===== config.mk =====
export PLATFORM = sky130hd
export DESIGN_NAME = normalized_cross_correlation
export DESIGN_NICKNAME = d
export VERILOG_FILES = /design/src/rtl/core/ncc_pkg.sv /design/src/rtl/core/ncc_mul.sv /design/src/rtl/core/ncc_dp.sv /design/src/rtl/core/ncc_ctrl.sv /design/src/rtl/core/normalized_cross_correlation.sv
export SDC_FILE = /design/constraint.sdc
export NUM_CORES = 2
export LEC_CHECK = 0
export BUFFER_PORTS_ARGS = -buffer_cell sky130_fd_sc_hd__buf_2
export CAP_MARGIN = 40
export CORE_UTILIZATION = 65
export DETAILED_ROUTE_END_ITERATION = 16
export GPL_ROUTABILITY_DRIVEN = 0
export HOLD_SLACK_MARGIN = 0.12
export PLACE_DENSITY = 0.79
export SYNTH_ARGS = -nofsm -noshare
export SYNTH_HDL_FRONTEND = slang
export SYNTH_SLANG_ARGS = --single-unit

===== constraint.sdc =====
create_clock -name clk -period 29.8 [get_ports clk]
set_clock_uncertainty 0.1 [all_clocks]
set_input_delay 5.96 -clock clk [delete_from_list [all_inputs] [get_ports clk]]
set_output_delay 5.96 -clock clk [all_outputs]
set_load 0.03 [all_outputs]

===== src/rtl/core/ncc_pkg.sv =====
// Shared types and constants for the normalized cross-correlation block.
// Used by the controller, the datapath, the multiplier and the top level.
package ncc_pkg;

    localparam int MAX_WINDOW_PIXELS = 65536;

    localparam int COUNT_W = 17;
    localparam int SUM_W   = 24;
    localparam int SQ_W    = 32;
    localparam int MUL_A_W = 128;
    localparam int MUL_B_W = 64;
    localparam int QUO_W   = 30;
    localparam int ROOT_W  = 15;
    localparam int STEP_W  = 5;

    localparam logic [COUNT_W-1:0] COUNT_MAX = '1;

    localparam logic [2:0] MUL_V1 = 3'd0;
    localparam logic [2:0] MUL_V2 = 3'd1;
    localparam logic [2:0] MUL_P1 = 3'd2;
    localparam logic [2:0] MUL_P2 = 3'd3;
    localparam logic [2:0] MUL_A2 = 3'd4;
    localparam logic [2:0] MUL_T  = 3'd5;
    localparam logic [2:0] MUL_D  = 3'd6;

    typedef struct packed {
        logic       accept;
        logic       mul_go;
        logic [2:0] mul_sel;
        logic       chk;
        logic       div_load;
        logic       div_test;
        logic       div_step;
        logic       sqrt_step;
        logic [3:0] sqrt_bit;
        logic       emit;
    } ncc_cmd_t;

    typedef struct packed {
        logic mul_done;
        logic degen;
        logic sat;
    } ncc_status_t;

endpackage


===== src/rtl/core/ncc_mul.sv =====
// Shift-add multiplier, one multiplier bit per cycle, stops when the
// remaining multiplier bits are zero. Depends on ncc_pkg.
module ncc_mul
    import ncc_pkg::*;
(
    input  logic               clk,
    input  logic               rst_n,
    input  logic               go,
    input  logic [MUL_A_W-1:0] a,
    input  logic [MUL_B_W-1:0] b,
    output logic               done,
    output logic [MUL_A_W-1:0] product
);

    logic               busy_reg, busy_next;
    logic               done_reg, done_next;
    logic [MUL_A_W-1:0] a_reg, a_next;
    logic [MUL_B_W-1:0] b_reg, b_next;
    logic [MUL_A_W-1:0] acc_reg, acc_next;

    always_comb
    begin
        busy_next = busy_reg;
        done_next = 1'b0;
        a_next    = a_reg;
        b_next    = b_reg;
        acc_next  = acc_reg;
        if (busy_reg)
        begin
            if (b_reg == '0)
            begin
                busy_next = 1'b0;
                done_next = 1'b1;
            end
            else
            begin
                if (b_reg[0])
                    acc_next = acc_reg + a_reg;
                a_next = a_reg << 1;
                b_next = b_reg >> 1;
            end
        end
        else if (go && !done_reg)
        begin
            busy_next = 1'b1;
            a_next    = a;
            b_next    = b;
            acc_next  = '0;
        end
    end

    always_ff @(posedge clk or negedge rst_n)
    begin
        if (!rst_n)
        begin
            busy_reg <= 1'b0;
            done_reg <= 1'b0;
        end
        else
        begin
            busy_reg <= busy_next;
            done_reg <= done_next;
        end
    end

    always_ff @(posedge clk)
    begin
        a_reg   <= a_next;
        b_reg   <= b_next;
        acc_reg <= acc_next;
    end

    assign done    = done_reg;
    assign product = acc_reg;

endmodule


===== src/rtl/core/ncc_dp.sv =====
// Datapath: window sums, product registers, restoring divider, bitwise
// square root and output payload. Depends on ncc_pkg and ncc_mul.
module ncc_dp
    import ncc_pkg::*;
(
    input  logic               clk,
    input  logic               rst_n,
    input  ncc_cmd_t           cmd,
    output ncc_status_t        status,
    input  logic [7:0]         scene_pixel,
    input  logic [7:0]         templ_pixel,
    output logic signed [15:0] correlation,
    output logic               degenerate
);

    logic [COUNT_W-1:0] count_reg;
    logic [SUM_W-1:0]   ss_reg, st_reg;
    logic [SQ_W-1:0]    sss_reg, stt_reg, sts_reg;
    logic [48:0]        v1_reg, p1_reg;
    logic [47:0]        v2_reg, p2_reg;
    logic [65:0]        t_reg;
    logic [97:0]        d_reg;
    logic [MUL_A_W-1:0] a2_reg, dvs_reg;
    logic [QUO_W-1:0]   quo_reg;
    logic [ROOT_W-1:0]  root_reg;
    logic               deg_reg, sat_reg;
    logic [15:0]        corr_reg;
    logic               degenerate_reg;

    logic [MUL_A_W-1:0] mul_a;
    logic [MUL_B_W-1:0] mul_b;
    logic               mul_done;
    logic [MUL_A_W-1:0] mul_product;
    logic               neg;
    logic [48:0]        mag;
    logic [63:0]        a_val;
    logic [MUL_A_W-1:0] dvs_half;
    logic [ROOT_W-1:0]  trial;
    logic [QUO_W-1:0]   trial_sq;
    logic [15:0]        q16;
    logic [15:0]        corr_next;
    logic               grow;

    assign neg   = p1_reg < 49'(p2_reg);
    assign mag   = neg ? 49'(p2_reg) - p1_reg : p1_reg - 49'(p2_reg);
    assign a_val = {mag, 15'b0};

    always_comb
    begin
        case (cmd.mul_sel)
            MUL_V1:
            begin
                mul_a = MUL_A_W'(count_reg);
                mul_b = MUL_B_W'(sss_reg);
            end
            MUL_V2:
            begin
                mul_a = MUL_A_W'(ss_reg);
                mul_b = MUL_B_W'(ss_reg);
            end
            MUL_P1:
            begin
                mul_a = MUL_A_W'(count_reg);
                mul_b = MUL_B_W'(sts_reg);
            end
            MUL_P2:
            begin
                mul_a = MUL_A_W'(ss_reg);
                mul_b = MUL_B_W'(st_reg);
            end
            MUL_A2:
            begin
                mul_a = MUL_A_W'(a_val);
                mul_b = a_val;
            end
            MUL_T:
            begin
                mul_a = MUL_A_W'(v1_reg - 49'(v2_reg));
                mul_b = MUL_B_W'(count_reg);
            end
            MUL_D:
            begin
                mul_a = MUL_A_W'(t_reg);
                mul_b = MUL_B_W'(stt_reg);
            end
            default:
            begin
                mul_a = '0;
                mul_b = '0;
            end
        endcase
    end

    ncc_mul u_mul (
        .clk     (clk),
        .rst_n   (rst_n),
        .go      (cmd.mul_go),
        .a       (mul_a),
        .b       (mul_b),
        .done    (mul_done),
        .product (mul_product)
    );

    assign grow = (32'(count_reg) < MAX_WINDOW_PIXELS) && (count_reg != COUNT_MAX);

    always_ff @(posedge clk or negedge rst_n)
    begin
        if (!rst_n)
        begin
            count_reg <= '0;
            ss_reg    <= '0;
            st_reg    <= '0;
            sss_reg   <= '0;
            stt_reg   <= '0;
            sts_reg   <= '0;
        end
        else if (cmd.emit)
        begin
            count_reg <= '0;
            ss_reg    <= '0;
            st_reg    <= '0;
            sss_reg   <= '0;
            stt_reg   <= '0;
            sts_reg   <= '0;
        end
        else if (cmd.accept && grow)
        begin
            count_reg <= count_reg + 1'b1;
            ss_reg    <= ss_reg + SUM_W'(scene_pixel);
            st_reg    <= st_reg + SUM_W'(templ_pixel);
            sss_reg   <= sss_reg + SQ_W'({8'b0, scene_pixel} * {8'b0, scene_pixel});
            stt_reg   <= stt_reg + SQ_W'({8'b0, templ_pixel} * {8'b0, templ_pixel});
            sts_reg   <= sts_reg + SQ_W'({8'b0, scene_pixel} * {8'b0, templ_pixel});
        end
    end

    assign dvs_half = dvs_reg >> 1;
    assign trial    = root_reg | (ROOT_W'(1) << cmd.sqrt_bit);
    assign trial_sq = trial * trial;

    always_ff @(posedge clk)
    begin
        if (mul_done)
        begin
            case (cmd.mul_sel)
                MUL_V1:  v1_reg <= mul_product[48:0];
                MUL_V2:  v2_reg <= mul_product[47:0];
                MUL_P1:  p1_reg <= mul_product[48:0];
                MUL_P2:  p2_reg <= mul_product[47:0];
                MUL_A2:  a2_reg <= mul_product;
                MUL_T:   t_reg  <= mul_product[65:0];
                MUL_D:   d_reg  <= mul_product[97:0];
                default: ;
            endcase
        end
        if (cmd.chk)
            deg_reg <= status.degen;
        if (cmd.div_load)
        begin
            dvs_reg  <= {d_reg, 30'b0};
            quo_reg  <= '0;
            root_reg <= '0;
        end
        if (cmd.div_test)
            sat_reg <= status.sat;
        if (cmd.div_step)
        begin
            dvs_reg <= dvs_half;
            if (a2_reg >= dvs_half)
            begin
                a2_reg  <= a2_reg - dvs_half;
                quo_reg <= {quo_reg[QUO_W-2:0], 1'b1};
            end
            else
                quo_reg <= {quo_reg[QUO_W-2:0], 1'b0};
        end
        if (cmd.sqrt_step && trial_sq <= quo_reg)
            root_reg <= trial;
        if (cmd.emit)
        begin
            corr_reg       <= corr_next;
            degenerate_reg <= deg_reg;
        end
    end

    assign q16 = sat_reg ? 16'h8000 : {1'b0, root_reg};

    always_comb
    begin
        if (deg_reg)
            corr_next = '0;
        else if (neg)
            corr_next = 16'(17'h10000 - 17'(q16));
        else if (sat_reg)
            corr_next = 16'h7FFF;
        else
            corr_next = q16;
    end

    assign status.mul_done = mul_done;
    assign status.degen    = (count_reg == '0) || (stt_reg == '0) || (v1_reg <= 49'(v2_reg));
    assign status.sat      = a2_reg >= dvs_reg;

    assign correlation = $signed(corr_reg);
    assign degenerate  = degenerate_reg;

endmodule


===== src/rtl/core/ncc_ctrl.sv =====
// Controller state machine: sequences accumulation, products, divide,
// square root and result hand-off. Depends on ncc_pkg.
module ncc_ctrl
    import ncc_pkg::*;
(
    input  logic        clk,
    input  logic        rst_n,
    input  logic        pixel_valid,
    output logic        pixel_ready,
    input  logic        last_pixel,
    output logic        result_valid,
    input  logic        result_ready,
    output ncc_cmd_t    cmd,
    input  ncc_status_t status
);

    localparam logic [3:0] ST_ACC  = 4'd0;
    localparam logic [3:0] ST_MV1  = 4'd1;
    localparam logic [3:0] ST_MV2  = 4'd2;
    localparam logic [3:0] ST_CHK  = 4'd3;
    localparam logic [3:0] ST_MP1  = 4'd4;
    localparam logic [3:0] ST_MP2  = 4'd5;
    localparam logic [3:0] ST_MA2  = 4'd6;
    localparam logic [3:0] ST_MT   = 4'd7;
    localparam logic [3:0] ST_MD   = 4'd8;
    localparam logic [3:0] ST_DLD  = 4'd9;
    localparam logic [3:0] ST_DSAT = 4'd10;
    localparam logic [3:0] ST_DIV  = 4'd11;
    localparam logic [3:0] ST_SQRT = 4'd12;
    localparam logic [3:0] ST_EMIT = 4'd13;

    logic [3:0]        state_reg, state_next;
    logic [STEP_W-1:0] cnt_reg, cnt_next;
    logic              valid_reg, valid_next;
    logic              accept;
    logic              slot_free;

    assign pixel_ready = (state_reg == ST_ACC);
    assign accept      = pixel_valid && pixel_ready;
    assign slot_free   = !valid_reg || result_ready;

    always_comb
    begin
        state_next    = state_reg;
        cnt_next      = cnt_reg;
        cmd           = '0;
        cmd.accept    = accept;
        cmd.sqrt_bit  = cnt_reg[3:0];
        unique case (state_reg)
            ST_ACC:
                if (accept && last_pixel)
                    state_next = ST_MV1;
            ST_MV1:
            begin
                cmd.mul_go  = 1'b1;
                cmd.mul_sel = MUL_V1;
                if (status.mul_done)
                    state_next = ST_MV2;
            end
            ST_MV2:
            begin
                cmd.mul_go  = 1'b1;
                cmd.mul_sel = MUL_V2;
                if (status.mul_done)
                    state_next = ST_CHK;
            end
            ST_CHK:
            begin
                cmd.chk    = 1'b1;
                state_next = status.degen ? ST_EMIT : ST_MP1;
            end
            ST_MP1:
            begin
                cmd.mul_go  = 1'b1;
                cmd.mul_sel = MUL_P1;
                if (status.mul_done)
                    state_next = ST_MP2;
            end
            ST_MP2:
            begin
                cmd.mul_go  = 1'b1;
                cmd.mul_sel = MUL_P2;
                if (status.mul_done)
                    state_next = ST_MA2;
            end
            ST_MA2:
            begin
                cmd.mul_go  = 1'b1;
                cmd.mul_sel = MUL_A2;
                if (status.mul_done)
                    state_next = ST_MT;
            end
            ST_MT:
            begin
                cmd.mul_go  = 1'b1;
                cmd.mul_sel = MUL_T;
                if (status.mul_done)
                    state_next = ST_MD;
            end
            ST_MD:
            begin
                cmd.mul_go  = 1'b1;
                cmd.mul_sel = MUL_D;
                if (status.mul_done)
                    state_next = ST_DLD;
            end
            ST_DLD:
            begin
                cmd.div_load = 1'b1;
                state_next   = ST_DSAT;
            end
            ST_DSAT:
            begin
                cmd.div_test = 1'b1;
                cnt_next     = STEP_W'(QUO_W - 1);
                state_next   = status.sat ? ST_EMIT : ST_DIV;
            end
            ST_DIV:
            begin
                cmd.div_step = 1'b1;
                if (cnt_reg == '0)
                begin
                    cnt_next   = STEP_W'(ROOT_W - 1);
                    state_next = ST_SQRT;
                end
                else
                    cnt_next = cnt_reg - 1'b1;
            end
            ST_SQRT:
            begin
                cmd.sqrt_step = 1'b1;
                if (cnt_reg == '0)
                    state_next = ST_EMIT;
                else
                    cnt_next = cnt_reg - 1'b1;
            end
            ST_EMIT:
                if (slot_free)
                begin
                    cmd.emit   = 1'b1;
                    state_next = ST_ACC;
                end
            default:
                state_next = ST_ACC;
        endcase
    end

    always_comb
    begin
        valid_next = valid_reg;
        if (result_ready)
            valid_next = 1'b0;
        if (cmd.emit)
            valid_next = 1'b1;
    end

    always_ff @(posedge clk or negedge rst_n)
    begin
        if (!rst_n)
        begin
            state_reg <= ST_ACC;
            cnt_reg   <= '0;
            valid_reg <= 1'b0;
        end
        else
        begin
            state_reg <= state_next;
            cnt_reg   <= cnt_next;
            valid_reg <= valid_next;
        end
    end

    assign result_valid = valid_reg;

endmodule


===== src/rtl/core/normalized_cross_correlation.sv =====
// Top level of the normalized cross-correlation block: controller plus
// datapath. Depends on ncc_pkg, ncc_ctrl, ncc_dp.
//
//   channel | handshake                    | payload
//   pixel   | pixel_valid / pixel_ready    | scene_pixel, templ_pixel, last_pixel
//   result  | result_valid / result_ready  | correlation, degenerate
//
// A pixel beat that does not close a window is taken as soon as it is offered while accumulating.
// A closing beat starts a shared shift-add multiplier for seven products, a 30-step
// restoring divide and a 15-step square root; no pixel beat is taken then. A
// degenerate window ends after two products; saturation skips divide and root.
// The result register holds one beat; a stalled result blocks the next window's
// hand-off and pixel input while it waits. Reset clears all sums and control.
module normalized_cross_correlation
    import ncc_pkg::*;
(
    input  logic               clk,
    input  logic               rst_n,
    input  logic               pixel_valid,
    output logic               pixel_ready,
    input  logic [7:0]         scene_pixel,
    input  logic [7:0]         templ_pixel,
    input  logic               last_pixel,
    output logic               result_valid,
    input  logic               result_ready,
    output logic signed [15:0] correlation,
    output logic               degenerate
);

    ncc_cmd_t    cmd;
    ncc_status_t status;

    ncc_ctrl u_ctrl (
        .clk          (clk),
        .rst_n        (rst_n),
        .pixel_valid  (pixel_valid),
        .pixel_ready  (pixel_ready),
        .last_pixel   (last_pixel),
        .result_valid (result_valid),
        .result_ready (result_ready),
        .cmd          (cmd),
        .status       (status)
    );

    ncc_dp u_dp (
        .clk         (clk),
        .rst_n       (rst_n),
        .cmd         (cmd),
        .status      (status),
        .scene_pixel (scene_pixel),
        .templ_pixel (templ_pixel),
        .correlation (correlation),
        .degenerate  (degenerate)
    );

endmodule


==> metrics <==
Max-slew headroom=between 20% and 30%; CTS clk-pin slew, worst paths=approximately 60 ps; initial antenna violation count=11; cts hold-fix bufs=0; CTS tree=built; post-DP HPWL=191000 um; crit path to=u_dp.stt_reg[20]; #FFs+latches synth=1171; cts repair resizes=0; share of cells above drive strength 1=under 10%; r2r setup slk=between 15000 and 20000 ps; Async S/R FF share, synth=between 10 and 15%; multi-input combinational cell area=49500 um^2; Distinct cells, synth=around 120; Avg Cell Area, Syn=about 9.5 um^2; TNS Setup=0 ps; final setup fails=0; critical path fanouts, max=17; initial cell density of the core=between 60% and 70%; Ys Warns=0; Num Clock Sinks=1171; top-count cell post-synth=edfxtp_1; TritonCTS Buffers=133; total grt overflow=0; routed via count=approximately 73000; Synth top area share=approximately 30%; top cells by count, synth=edfxtp_1, inv_1, a21oi_1; clk buf depth=3; IO Count=40; drt total wl=258000 um; Worst Setup SP=templ_pixel[4]; # fillers=slightly above 10000; outcome=finished, final reports clean; Site Rows=about 130; Vias/cell=between 6 and 7; Achievable Freq=about 87 MHz; htree depth=4; Final Hold Viols=0; gr usage total=37.5%; router iterations before antenna repair=10; period utilisation layout=about two fifths; Synth Flop Type=edfxtp_1; Worst Hold Class=flop to flop; area occupied by registers=between 30000 and 40000 um^2; reg2reg end=u_dp.root_reg[1]; minimum clock period=~12000 ps; number of global-route vias before repair=approximately 70000; Finished Layout Cells=approximately 11000; # DRC=0; NumNets Final=around 10000; Arr. time, crit path=12150 ps; Syn Inst Count=~9000; antenna-violating nets left=0; crit end category=flop; Crit path required time=30400 ps; syn_nets=just over 10000; critical path type=input pin to flop; wire per inst=about 24 um; reg2reg path depth=38; RSZ-0062 raised after global routing=no; Core Footprint=between 100000 and 150000 um^2; largest net degree at the start of global routing=about 110; leading area contributor after synthesis=edfxtp_1; worst-margin pin slew=1040 ps; Die X=approximately 370 um; Pins Over Slew Limit=0; sequential cell area fraction in the yosys report=a little under two fifths; clk root buf=clkbuf_16; total of max-cap violations=0; Post-Synthesis Cell Area=87400 um^2; largest cells by area after synthesis=edfxtp_1, ha_1, fa_1, dfrtp_1, a21oi_1; total die area=between 100000 and 150000 um^2; CP Launch Type=input pin; Die Y=369 um; first-pass GRT wire length=just under 400000 um; EDFF count, synth=between 800 and 900; r2r startpoint=u_ctrl.cnt_reg[2]; Clock Latency Late Sink=approximately 790 ps; Placed Cells=roughly 11000; P&R area growth vs syn=6.78%; IO Port Bufs=39; initial DRC count=between 8000 and 9000; Setup Buffers After CTS=0
## routing by layer
metal	part of all wire (%)	routed length, um	track usage, %	vias up
met1	38	98800	49.1	34800
met2	44	114000	58.0	4093
met4	6.0	15400	20.1	12
met5	0.028	73	0	-
li1	-	-	-	32700
met3	12	29900	8.58	914
## area by class of cell
class / instances / share of cell area, %
sequential: 1171 / 35.4
inverter: 842 / 3.40
clock inverter: 74 / 0.772
timing repair buffer: 123 / 1.16
antenna: 3 / 0.00805
tap: 1768 / 2.37
clock buffer: 169 / 3.86
multi-input combinational: 6797 / 53.0
## worst max-delay path: stages
cell and delay, ps:
buf_2 350, nand2_1 190, fa_1 550, inv_1 60, fa_1 470, ha_1 290
inv_1 50, fa_1 530, inv_1 70, ha_1 290, a21o_1 160, a21oi_1 230
o21bai_1 90, a21oi_1 290, nor2b_1 90, o21a_1 190, o21ai_1 120, a21oi_1 100
o41ai_1 620, o211ai_1 270, a211oi_2 810, o21ai_0 210, a21oi_1 160
## logic make-up (layout without fill, tap and decap cells)
logic type / count (synthesis) / after routing / synth area share, %
muxes: 148 / 148 / 1.75
buffers and inverters: 1264 / 1208 / 5.73
DFF: 1171 / 1171 / 37.8
other: 0 / 3 / 0
and+or+nand+nor: 2556 / 2556 / 13.6
adders and majority gates: 1064 / 1064 / 17.6
xor gates and xnor gates: 481 / 481 / 4.82
AOI/OAI and AO/OA: 2548 / 2548 / 18.7
## stage by stage
stage / hold slack, ps / instance area [um^2] / setup slack, ps / util (%)
2_1_floorplan: 324 / 87400 / 16450 / -
3_3_place_gp: 366 / 88600 / 17760 / 66.4
3_5_place_dp: 379 / 88900 / 17630 / 66.6
4_1_cts: 384 / 93300 / 18450 / 69.9
5_1_grt: 427 / 93300 / 17950 / 69.9
6_report: 386 / 93300 / 18250 / 69.9
## worst min path at each step
stage	slack [ps]	end	startpoint	cells after the start
CTS	380	u_dp.dvs_reg[127]	u_dp.d_reg[97]	2
floorplan	320	u_dp.degenerate	u_dp.deg_reg	0
global placement	370	u_dp.dvs_reg[127]	u_dp.d_reg[97]	2
detailed placement	380	u_dp.dvs_reg[127]	u_dp.d_reg[97]	2
global route	430	u_dp.d_reg[75]	u_dp.u_mul.product[75]	0
finish	390	u_dp.dvs_reg[127]	u_dp.d_reg[97]	2
## cells in the final DEF, fill, tap and decap left out, types with 172 or more instances in the layout
cell	Yosys	final
a21o_1	377	377
a21oi_1	802	802
dfrtp_1	173	172
edfxtp_1	869	869
fa_1	273	273
ha_1	790	790
inv_1	837	835
nand2_1	800	798
nand3_1	183	183
nand4_1	193	193
nor2_1	768	760
o21ai_0	531	530
xnor2_1	280	280
xor2_1	201	201
Power is left out: the tool's default activity adds up to more than one toggle a clock period on the data nets, which glitch-free logic cannot reach.
